===== config.mk =====
export PLATFORM = sky130hd
export DESIGN_NAME = sha1_stream_hasher_top
export DESIGN_NICKNAME = d
export VERILOG_FILES = /design/src/rtl/sha1sh_pkg.sv /design/src/rtl/sha1sh_ctrl.sv /design/src/rtl/sha1sh_datapath.sv /design/src/rtl/sha1_stream_hasher_top.sv
export SDC_FILE = /design/constraint.sdc
export NUM_CORES = 2
export LEC_CHECK = 0
export ABC_AREA = 1
export BUFFER_PORTS_ARGS = -buffer_cell sky130_fd_sc_hd__buf_2
export CAP_MARGIN = 20
export CORE_UTILIZATION = 60
export DETAILED_ROUTE_END_ITERATION = 7
export MAX_ROUTING_LAYER = met4
export PLACE_DENSITY = 0.86
export SETUP_SLACK_MARGIN = 0.05
export SLEW_MARGIN = 15
export SYNTH_ARGS = -nofsm -noshare
export SYNTH_HDL_FRONTEND = slang
export SYNTH_SLANG_ARGS = --single-unit

===== constraint.sdc =====
create_clock -name clk -period 17.9 [get_ports clk]
set_input_delay 3.58 -clock clk [delete_from_list [all_inputs] [get_ports clk]]
set_output_delay 3.58 -clock clk [all_outputs]
set_load 0.01 [all_outputs]

===== src/rtl/sha1sh_pkg.sv =====
// shared types, constants and controller command word for the sha-1 stream hasher
`default_nettype none

package sha1sh_pkg;

    localparam logic [0:4][31:0] H_INIT = {
        32'h67452301, 32'hEFCDAB89, 32'h98BADCFE, 32'h10325476, 32'hC3D2E1F0
    };

    localparam logic [31:0] K_ROUND0 = 32'h5A827999;
    localparam logic [31:0] K_ROUND1 = 32'h6ED9EBA1;
    localparam logic [31:0] K_ROUND2 = 32'h8F1BBCDC;
    localparam logic [31:0] K_ROUND3 = 32'hCA62C1D6;

    localparam logic [7:0] PAD_BYTE   = 8'h80;
    localparam logic [5:0] LEN_OFFSET = 6'd56;
    localparam logic [5:0] BLOCK_LAST = 6'd63;
    localparam logic [6:0] ROUND_LAST = 7'd79;
    localparam logic [6:0] ROUND_Q1   = 7'd20;
    localparam logic [6:0] ROUND_Q2   = 7'd40;
    localparam logic [6:0] ROUND_Q3   = 7'd60;

    typedef enum logic [2:0] {
        ST_IDLE,
        ST_ROUND,
        ST_ADD,
        ST_PAD80,
        ST_PADZERO,
        ST_LEN,
        ST_DIGEST
    } sh_state_t;

    typedef enum logic [1:0] {
        BSEL_DATA,
        BSEL_PAD,
        BSEL_ZERO
    } byte_sel_t;

    typedef struct packed {
        logic      byte_wr;
        byte_sel_t byte_sel;
        logic [5:0] offset;
        logic      count_bits;
        logic      len_wr;
        logic      load_work;
        logic      round_en;
        logic [6:0] round_idx;
        logic      add_chain;
        logic      finish;
    } dp_cmd_t;

endpackage

`default_nettype wire


===== src/rtl/sha1sh_ctrl.sv =====
// controller state machine: byte intake, padding sequence, round count and digest hand-off
`default_nettype none

module sha1sh_ctrl
    import sha1sh_pkg::*;
(
    input  wire logic    clk,
    input  wire logic    rst_n,
    input  wire logic    item_valid,
    output logic         item_stall,
    input  wire logic    byte_present,
    input  wire logic    end_of_message,
    output logic         digest_valid,
    input  wire logic    digest_stall,
    output dp_cmd_t      cmd
);

    sh_state_t  state_reg, state_next;
    sh_state_t  after_reg, after_next;
    logic [5:0] offset_reg, offset_next;
    logic [6:0] round_reg, round_next;
    logic       out_valid_reg, out_valid_next;

    always_ff @(posedge clk or negedge rst_n)
    begin
        if (!rst_n)
        begin
            state_reg     <= ST_IDLE;
            after_reg     <= ST_IDLE;
            offset_reg    <= '0;
            round_reg     <= '0;
            out_valid_reg <= 1'b0;
        end
        else
        begin
            state_reg     <= state_next;
            after_reg     <= after_next;
            offset_reg    <= offset_next;
            round_reg     <= round_next;
            out_valid_reg <= out_valid_next;
        end
    end

    always_comb
    begin
        state_next     = state_reg;
        after_next     = after_reg;
        offset_next    = offset_reg;
        round_next     = round_reg;
        out_valid_next = out_valid_reg && digest_stall;
        item_stall     = 1'b1;
        cmd            = '0;
        cmd.byte_sel   = BSEL_DATA;
        cmd.offset     = offset_reg;
        cmd.round_idx  = round_reg;

        unique case (state_reg)
            ST_IDLE:
            begin
                item_stall = 1'b0;
                if (item_valid)
                begin
                    if (byte_present)
                    begin
                        cmd.byte_wr    = 1'b1;
                        cmd.count_bits = 1'b1;
                        offset_next    = offset_reg + 6'd1;
                        if (offset_reg == BLOCK_LAST)
                        begin
                            cmd.load_work = 1'b1;
                            round_next    = '0;
                            state_next    = ST_ROUND;
                            after_next    = end_of_message ? ST_PAD80 : ST_IDLE;
                        end
                        else if (end_of_message)
                        begin
                            state_next = ST_PAD80;
                        end
                    end
                    else if (end_of_message)
                    begin
                        state_next = ST_PAD80;
                    end
                end
            end
            ST_ROUND:
            begin
                cmd.round_en = 1'b1;
                if (round_reg == ROUND_LAST)
                begin
                    state_next = ST_ADD;
                end
                else
                begin
                    round_next = round_reg + 7'd1;
                end
            end
            ST_ADD:
            begin
                cmd.add_chain = 1'b1;
                state_next    = after_reg;
            end
            ST_PAD80:
            begin
                cmd.byte_wr  = 1'b1;
                cmd.byte_sel = BSEL_PAD;
                offset_next  = offset_reg + 6'd1;
                if (offset_reg == BLOCK_LAST)
                begin
                    cmd.load_work = 1'b1;
                    round_next    = '0;
                    state_next    = ST_ROUND;
                    after_next    = ST_PADZERO;
                end
                else
                begin
                    state_next = ST_PADZERO;
                end
            end
            ST_PADZERO:
            begin
                if (offset_reg == LEN_OFFSET)
                begin
                    state_next = ST_LEN;
                end
                else
                begin
                    cmd.byte_wr  = 1'b1;
                    cmd.byte_sel = BSEL_ZERO;
                    offset_next  = offset_reg + 6'd1;
                    if (offset_reg == BLOCK_LAST)
                    begin
                        cmd.load_work = 1'b1;
                        round_next    = '0;
                        state_next    = ST_ROUND;
                        after_next    = ST_PADZERO;
                    end
                end
            end
            ST_LEN:
            begin
                cmd.len_wr    = 1'b1;
                cmd.load_work = 1'b1;
                round_next    = '0;
                state_next    = ST_ROUND;
                after_next    = ST_DIGEST;
            end
            ST_DIGEST:
            begin
                if (!out_valid_reg || !digest_stall)
                begin
                    cmd.finish     = 1'b1;
                    out_valid_next = 1'b1;
                    offset_next    = '0;
                    state_next     = ST_IDLE;
                end
            end
            default:
            begin
                state_next = ST_IDLE;
            end
        endcase
    end

    assign digest_valid = out_valid_reg;

endmodule

`default_nettype wire


===== src/rtl/sha1sh_datapath.sv =====
// datapath: block buffer and schedule shift line, round unit, chaining value, bit count, digest register
`default_nettype none

module sha1sh_datapath
    import sha1sh_pkg::*;
(
    input  wire logic        clk,
    input  wire logic        rst_n,
    input  wire dp_cmd_t     cmd,
    input  wire logic [7:0]  data_byte,
    output logic [31:0]      digest_word0,
    output logic [31:0]      digest_word1,
    output logic [31:0]      digest_word2,
    output logic [31:0]      digest_word3,
    output logic [31:0]      digest_word4
);

    logic [31:0]      block_reg [16];
    logic [31:0]      block_next [16];
    logic [0:4][31:0] chain_reg, chain_next;
    logic [0:4][31:0] digest_reg, digest_next;
    logic [63:0]      bits_reg, bits_next;
    logic [31:0]      a_reg, b_reg, c_reg, d_reg, e_reg;
    logic [31:0]      a_next, b_next, c_next, d_next, e_next;

    logic [7:0]  byte_val;
    logic [4:0]  lane_shift;
    logic [31:0] f_val;
    logic [31:0] k_val;
    logic [31:0] temp_val;
    logic [31:0] sched_mix;
    logic [31:0] sched_new;

    always_ff @(posedge clk or negedge rst_n)
    begin
        if (!rst_n)
        begin
            chain_reg <= H_INIT;
            bits_reg  <= '0;
        end
        else
        begin
            chain_reg <= chain_next;
            bits_reg  <= bits_next;
        end
    end

    always_ff @(posedge clk)
    begin
        block_reg  <= block_next;
        digest_reg <= digest_next;
        a_reg      <= a_next;
        b_reg      <= b_next;
        c_reg      <= c_next;
        d_reg      <= d_next;
        e_reg      <= e_next;
    end

    // byte source and lane within the word
    always_comb
    begin
        unique case (cmd.byte_sel)
            BSEL_DATA: byte_val = data_byte;
            BSEL_PAD:  byte_val = PAD_BYTE;
            BSEL_ZERO: byte_val = 8'h00;
            default:   byte_val = 8'h00;
        endcase
        lane_shift = {~cmd.offset[1:0], 3'b000};
    end

    // round function
    always_comb
    begin
        priority if (cmd.round_idx < ROUND_Q1)
        begin
            f_val = (b_reg & c_reg) | (~b_reg & d_reg);
            k_val = K_ROUND0;
        end
        else if (cmd.round_idx < ROUND_Q2)
        begin
            f_val = b_reg ^ c_reg ^ d_reg;
            k_val = K_ROUND1;
        end
        else if (cmd.round_idx < ROUND_Q3)
        begin
            f_val = (b_reg & c_reg) | (b_reg & d_reg) | (c_reg & d_reg);
            k_val = K_ROUND2;
        end
        else
        begin
            f_val = b_reg ^ c_reg ^ d_reg;
            k_val = K_ROUND3;
        end
        temp_val  = {a_reg[26:0], a_reg[31:27]} + f_val + e_reg + k_val + block_reg[0];
        sched_mix = block_reg[13] ^ block_reg[8] ^ block_reg[2] ^ block_reg[0];
        sched_new = {sched_mix[30:0], sched_mix[31]};
    end

    always_comb
    begin
        block_next  = block_reg;
        chain_next  = chain_reg;
        digest_next = digest_reg;
        bits_next   = bits_reg;
        a_next      = a_reg;
        b_next      = b_reg;
        c_next      = c_reg;
        d_next      = d_reg;
        e_next      = e_reg;

        if (cmd.byte_wr)
        begin
            for (int i = 0; i < 16; i++)
            begin
                if (cmd.offset[5:2] == 4'(i))
                begin
                    block_next[i][lane_shift +: 8] = byte_val;
                end
            end
        end

        if (cmd.len_wr)
        begin
            block_next[14] = bits_reg[63:32];
            block_next[15] = bits_reg[31:0];
        end

        if (cmd.count_bits)
        begin
            bits_next = bits_reg + 64'd8;
        end

        if (cmd.load_work)
        begin
            a_next = chain_reg[0];
            b_next = chain_reg[1];
            c_next = chain_reg[2];
            d_next = chain_reg[3];
            e_next = chain_reg[4];
        end

        // one round; the block buffer shifts down as the message schedule
        if (cmd.round_en)
        begin
            for (int i = 0; i < 15; i++)
            begin
                block_next[i] = block_reg[i + 1];
            end
            block_next[15] = sched_new;
            a_next = temp_val;
            b_next = a_reg;
            c_next = {b_reg[1:0], b_reg[31:2]};
            d_next = c_reg;
            e_next = d_reg;
        end

        if (cmd.add_chain)
        begin
            chain_next[0] = chain_reg[0] + a_reg;
            chain_next[1] = chain_reg[1] + b_reg;
            chain_next[2] = chain_reg[2] + c_reg;
            chain_next[3] = chain_reg[3] + d_reg;
            chain_next[4] = chain_reg[4] + e_reg;
        end

        if (cmd.finish)
        begin
            digest_next = chain_reg;
            chain_next  = H_INIT;
            bits_next   = '0;
        end
    end

    assign digest_word0 = digest_reg[0];
    assign digest_word1 = digest_reg[1];
    assign digest_word2 = digest_reg[2];
    assign digest_word3 = digest_reg[3];
    assign digest_word4 = digest_reg[4];

endmodule

`default_nettype wire


===== src/rtl/sha1_stream_hasher_top.sv =====
// top level of the streaming sha-1 hasher: controller plus datapath
//
// channel  direction  handshake                   word
// item     in         item_valid / item_stall     data_byte, byte_present, end_of_message
// digest   out        digest_valid / digest_stall digest_word0 .. digest_word4
//
// an item without a completing byte is taken in idle; a byte that fills the block starts
// a compression (80 rounds of the single round unit, then the chaining add); items stall meanwhile
// end of message: the pad byte, then zero bytes up to offset 56, then the length word,
// with one or two compressions in between, and last the digest register is loaded
// reset clears controller and bit count and loads the initial chaining value; no clearing pass
// a stalled digest holds its register; bytes are still taken, the next digest waits

`default_nettype none

module sha1_stream_hasher_top
    import sha1sh_pkg::*;
(
    input  wire logic        clk,
    input  wire logic        rst_n,
    input  wire logic        item_valid,
    output logic             item_stall,
    input  wire logic [7:0]  data_byte,
    input  wire logic        byte_present,
    input  wire logic        end_of_message,
    output logic             digest_valid,
    input  wire logic        digest_stall,
    output logic [31:0]      digest_word0,
    output logic [31:0]      digest_word1,
    output logic [31:0]      digest_word2,
    output logic [31:0]      digest_word3,
    output logic [31:0]      digest_word4
);

    dp_cmd_t cmd;

    sha1sh_ctrl u_ctrl (
        .clk            (clk),
        .rst_n          (rst_n),
        .item_valid     (item_valid),
        .item_stall     (item_stall),
        .byte_present   (byte_present),
        .end_of_message (end_of_message),
        .digest_valid   (digest_valid),
        .digest_stall   (digest_stall),
        .cmd            (cmd)
    );

    sha1sh_datapath u_datapath (
        .clk          (clk),
        .rst_n        (rst_n),
        .cmd          (cmd),
        .data_byte    (data_byte),
        .digest_word0 (digest_word0),
        .digest_word1 (digest_word1),
        .digest_word2 (digest_word2),
        .digest_word3 (digest_word3),
        .digest_word4 (digest_word4)
    );

endmodule

`default_nettype wire

==> results.cfg <==
[worst_setup_path]
worstPathArrival_ns = 6.98
cp_cell_sequence = nand2_1 -> nand4_1 -> nand2_1 -> buf_4 -> o22ai_1 -> a21oi_1 -> fa_1 -> inv_1 -> fa_1 -> fa_1 -> inv_1 -> ha_1 -> inv_1 -> fa_1 -> o21bai_1 -> nand2_1 -> nand3_1 -> nand3_1 -> nand2_1 -> nand2_1 -> nand3_1 -> nand2_1
start_kind = flop
critPathTopFamily = simple AND/OR/NAND/NOR gates
crit_cells = 22
critPathMaxFanout = 20
worst_path_largest_cell_delay_ns = 0.82
reg2regPathDepth = 22
critPathCapture = u_datapath.a_reg[29]$_DFFE_PP_
r2r_slack_ns = 11.41
path_common_cell = nand2_1
end_kind = flop
slowest_stage = nand2_1
crit_path_start = u_ctrl.round_reg[4]$_DFFE_PN0P_
critical_path_buf_inv_count = 4
cp.required_ns = 18.40
critical_path_class = reg -> reg
r2r-end = u_datapath.a_reg[29]$_DFFE_PP_
rr_startpoint = u_ctrl.round_reg[4]$_DFFE_PN0P_

[flow_run]
maxCapViolCount = 0

[placement]
post-place-ws_ns = 11.48
io_buffers = 175
hpwl_um = 152000
gp_congestion = 1.06
dpl_cell_area_sq_um = 62700

[sta]
rsz0062_at_grt = no
slew_headroom = 0.229
tightest_slew_ns = 1.16
finalCriticalPeriod_ns = 6.49
hold_slack_ns = 0.485
finalHoldViolCount = 0
setup_ws_ns = 11.41
fin_tns_setup_ns = 0
slew_violations = 0
setup_violations = 0
fmax_mhz = 154
finClkSkew_ns = 0.0765
fin_crit_sh = 0.362

[logic_synthesis]
synthAdderAreaFrac = 0.0875
synth_cell_types = 52
ys_seq_elements = 1073
synthCells = 6954
synth_ff_type = edfxtp_1
seq_area_frac_synth = 0.512
synth_compound_gate_area_share = 0.0839
yosysWarnings = 0
synth_fp_nets = 7319
muxShareOfSynthArea = 0
yosys.area_share.xor_xnor = 0.0213
synth_area_leaders = edfxtp_1 (41%), nand2_1 (14%), dfrtp_1 (6.6%)
syn_area_per_cell_sq_um = 8.74
netlist_area_sq_um = 60800
synthSimpleGateAreaFrac = 0.229
yosys.area.top_type = edfxtp_1
synth_async_sr_flop_share = 0.225
synth_edf_count = 832
synth_top_family_by_area = simple AND/OR/NAND/NOR gates
synth_top_cell_area_share = 0.411

[cells_and_area]
largest_reg_flops = 512
drive_above_1_share = 0.0783
finalNetCount = 7429
fin_area_sq_um = 66700
synthToLayoutAreaGrowth_pct = 9.73
num-fill-cells = 7987

[clock_tree]
clock_latency_ns = 0.76
cts_tree = built
numCtsBuffers = 110
clkTransAtPathRegs_ns = 0.06
cts.path.max_buffers = 3
postCtsSetupBuffers = 0
cts_resized = 0
cts_root_buf = clkbuf_16
htreeDepth = 3
cts_hold_buffers = 0
cts_sinks = 1073

[die]
dieHeight_um = 320
core_area_sq_um = 100000
row_count = 116
fp.dieW_um = 320
dieArea_sq_um = 103000
initial_utilization = 0.606
boundaryPins = 176

[routing]
drt_wl_total_um = 205000
drt.antenna.violating_nets = 0
drt_iter0_drc = 6222
dr.pass1.iters = 7
wire_per_inst_um = 24.0
vias_per_cell = 6.02
via_count = 51300
drc_errors = 0

[grt]
grt_pass1_vias = 49100
antenna_found_initial = 4
grt_overflow = 0
grt_max_degree = 152
grt_pass1_wl_um = 302000
track_usage = 0.408

[power_and_ir_drop]
p_per_area_nw_per_um2 = 77.7
leakagePower_nw = 31.4
power_mw = 5.19
max-vdd-ir-drop_v = 0.000104

[status]
status = finished clean

[hold_path]
hold_start = u_datapath.chain_reg[41]$_DFFE_PN0P_
hold_class = reg -> reg
cells in the final DEF, fill, tap and decap left out, types with 13 or more instances in the layout:
cell type / Yosys / final
o22ai_1: 128 / 128
bufinv_16: 0 / 17
nand4_1: 83 / 83
ha_1: 227 / 227
nand2_1: 2243 / 2241
nor3_1: 95 / 95
a21oi_1: 317 / 317
o21a_1: 18 / 18
inv_1: 821 / 820
or2_2: 22 / 22
o21ai_0: 352 / 352
clkbuf_16: 0 / 112
fa_1: 124 / 124
buf_2: 43 / 174
clkbuf_1: 139 / 13
a31oi_1: 17 / 17
dfrtp_1: 161 / 161
buf_4: 3 / 30
nand3_1: 327 / 327
nor4_1: 17 / 17
dfstp_2: 80 / 80
o21bai_1: 23 / 23
edfxtp_1: 832 / 832
xnor2_1: 77 / 77
nor2_1: 575 / 573
clkinv_2: 0 / 26
xor2_1: 71 / 71
power breakdown:
group | total [mW] | internal [mW] | switching [mW]
registers | 2.65 | 2.65 | 0.0000000000000000114
clock network | 2.51 | 1.44 | 1.07
logic | 0.0232 | 0.00317 | 0.0201
per-stage QoR:
step | cells | util
after floorplan | 6954 | -
after global placement | 8308 | 0.625
after detailed placement | 8308 | 0.625
after CTS | 8518 | 0.665
after global routing | 8519 | 0.665
final | 8521 | 0.665
cell type report:
class / count / area (sq um) / area share
clock inverters: 78 / 1020 / 0.0152
diodes: 2 / 5.00 / 0.0000750
well taps: 1357 / 1700 / 0.0254
repair buffers: 206 / 1140 / 0.0171
clock buffers: 132 / 2950 / 0.0442
flip-flops and latches: 1073 / 31100 / 0.466
inverters: 834 / 3150 / 0.0471
multi-input cells: 4839 / 25700 / 0.385
worst register-to-register path: stages (launching register included):
cell and delay [ns]:
dfrtp_1 0.45, nand2_1 0.12, nand4_1 0.73, nand2_1 0.83, buf_4 0.39, o22ai_1 0.12, a21oi_1 0.17, fa_1 0.45
inv_1 0.10, fa_1 0.48, fa_1 0.49, inv_1 0.07, ha_1 0.21, inv_1 0.07, fa_1 0.46, o21bai_1 0.37
nand2_1 0.10, nand3_1 0.20, nand3_1 0.17, nand2_1 0.10, nand2_1 0.05, nand3_1 0.06, nand2_1 0.08
Yosys cell counts (95+ instances only):
master and instances:
edfxtp_1 832, fa_1 124, nand2_1 2243, o22ai_1 128, a21oi_1 317, clkbuf_1 139
o21ai_0 352, ha_1 227, inv_1 821, nor3_1 95, dfrtp_1 161, nor2_1 575
nand3_1 327
metal layers:
layer,share of wire,GRT usage
met5,0,-
met1,0.36,0.495
met2,0.46,0.631
met4,0.081,0.264
met3,0.10,0.0747
how the worst min path moves through the flow:
stage	slack, ns	endpoint	cells after the start
final	0.49	u_datapath.digest_word3[9]$_DFFE_PP_	0
after global routing	0.50	u_datapath.block_reg[219]$_DFFE_PP_	2
after CTS	0.49	u_datapath.digest_word3[9]$_DFFE_PP_	0
after detailed placement	0.47	u_datapath.digest_word0[4]$_DFFE_PP_	0
after global placement	0.47	u_datapath.digest_word0[4]$_DFFE_PP_	0
after floorplan	0.45	u_ctrl.after_reg[2]$_DFFE_PN0P_	2
cells by family (layout without fill, tap and decap cells):
| kind of cell | count (synthesis) | count (layout) |
|---|---|---|
| xor+xnor | 148 | 148 |
| compound gates | 923 | 923 |
| fa+ha+maj | 351 | 351 |
| flops | 1073 | 1073 |
| buf+inv | 1042 | 1250 |
| simple gates | 3417 | 3417 |
| other cells | 0 | 2 |
(Power assumes the default switching activity.)
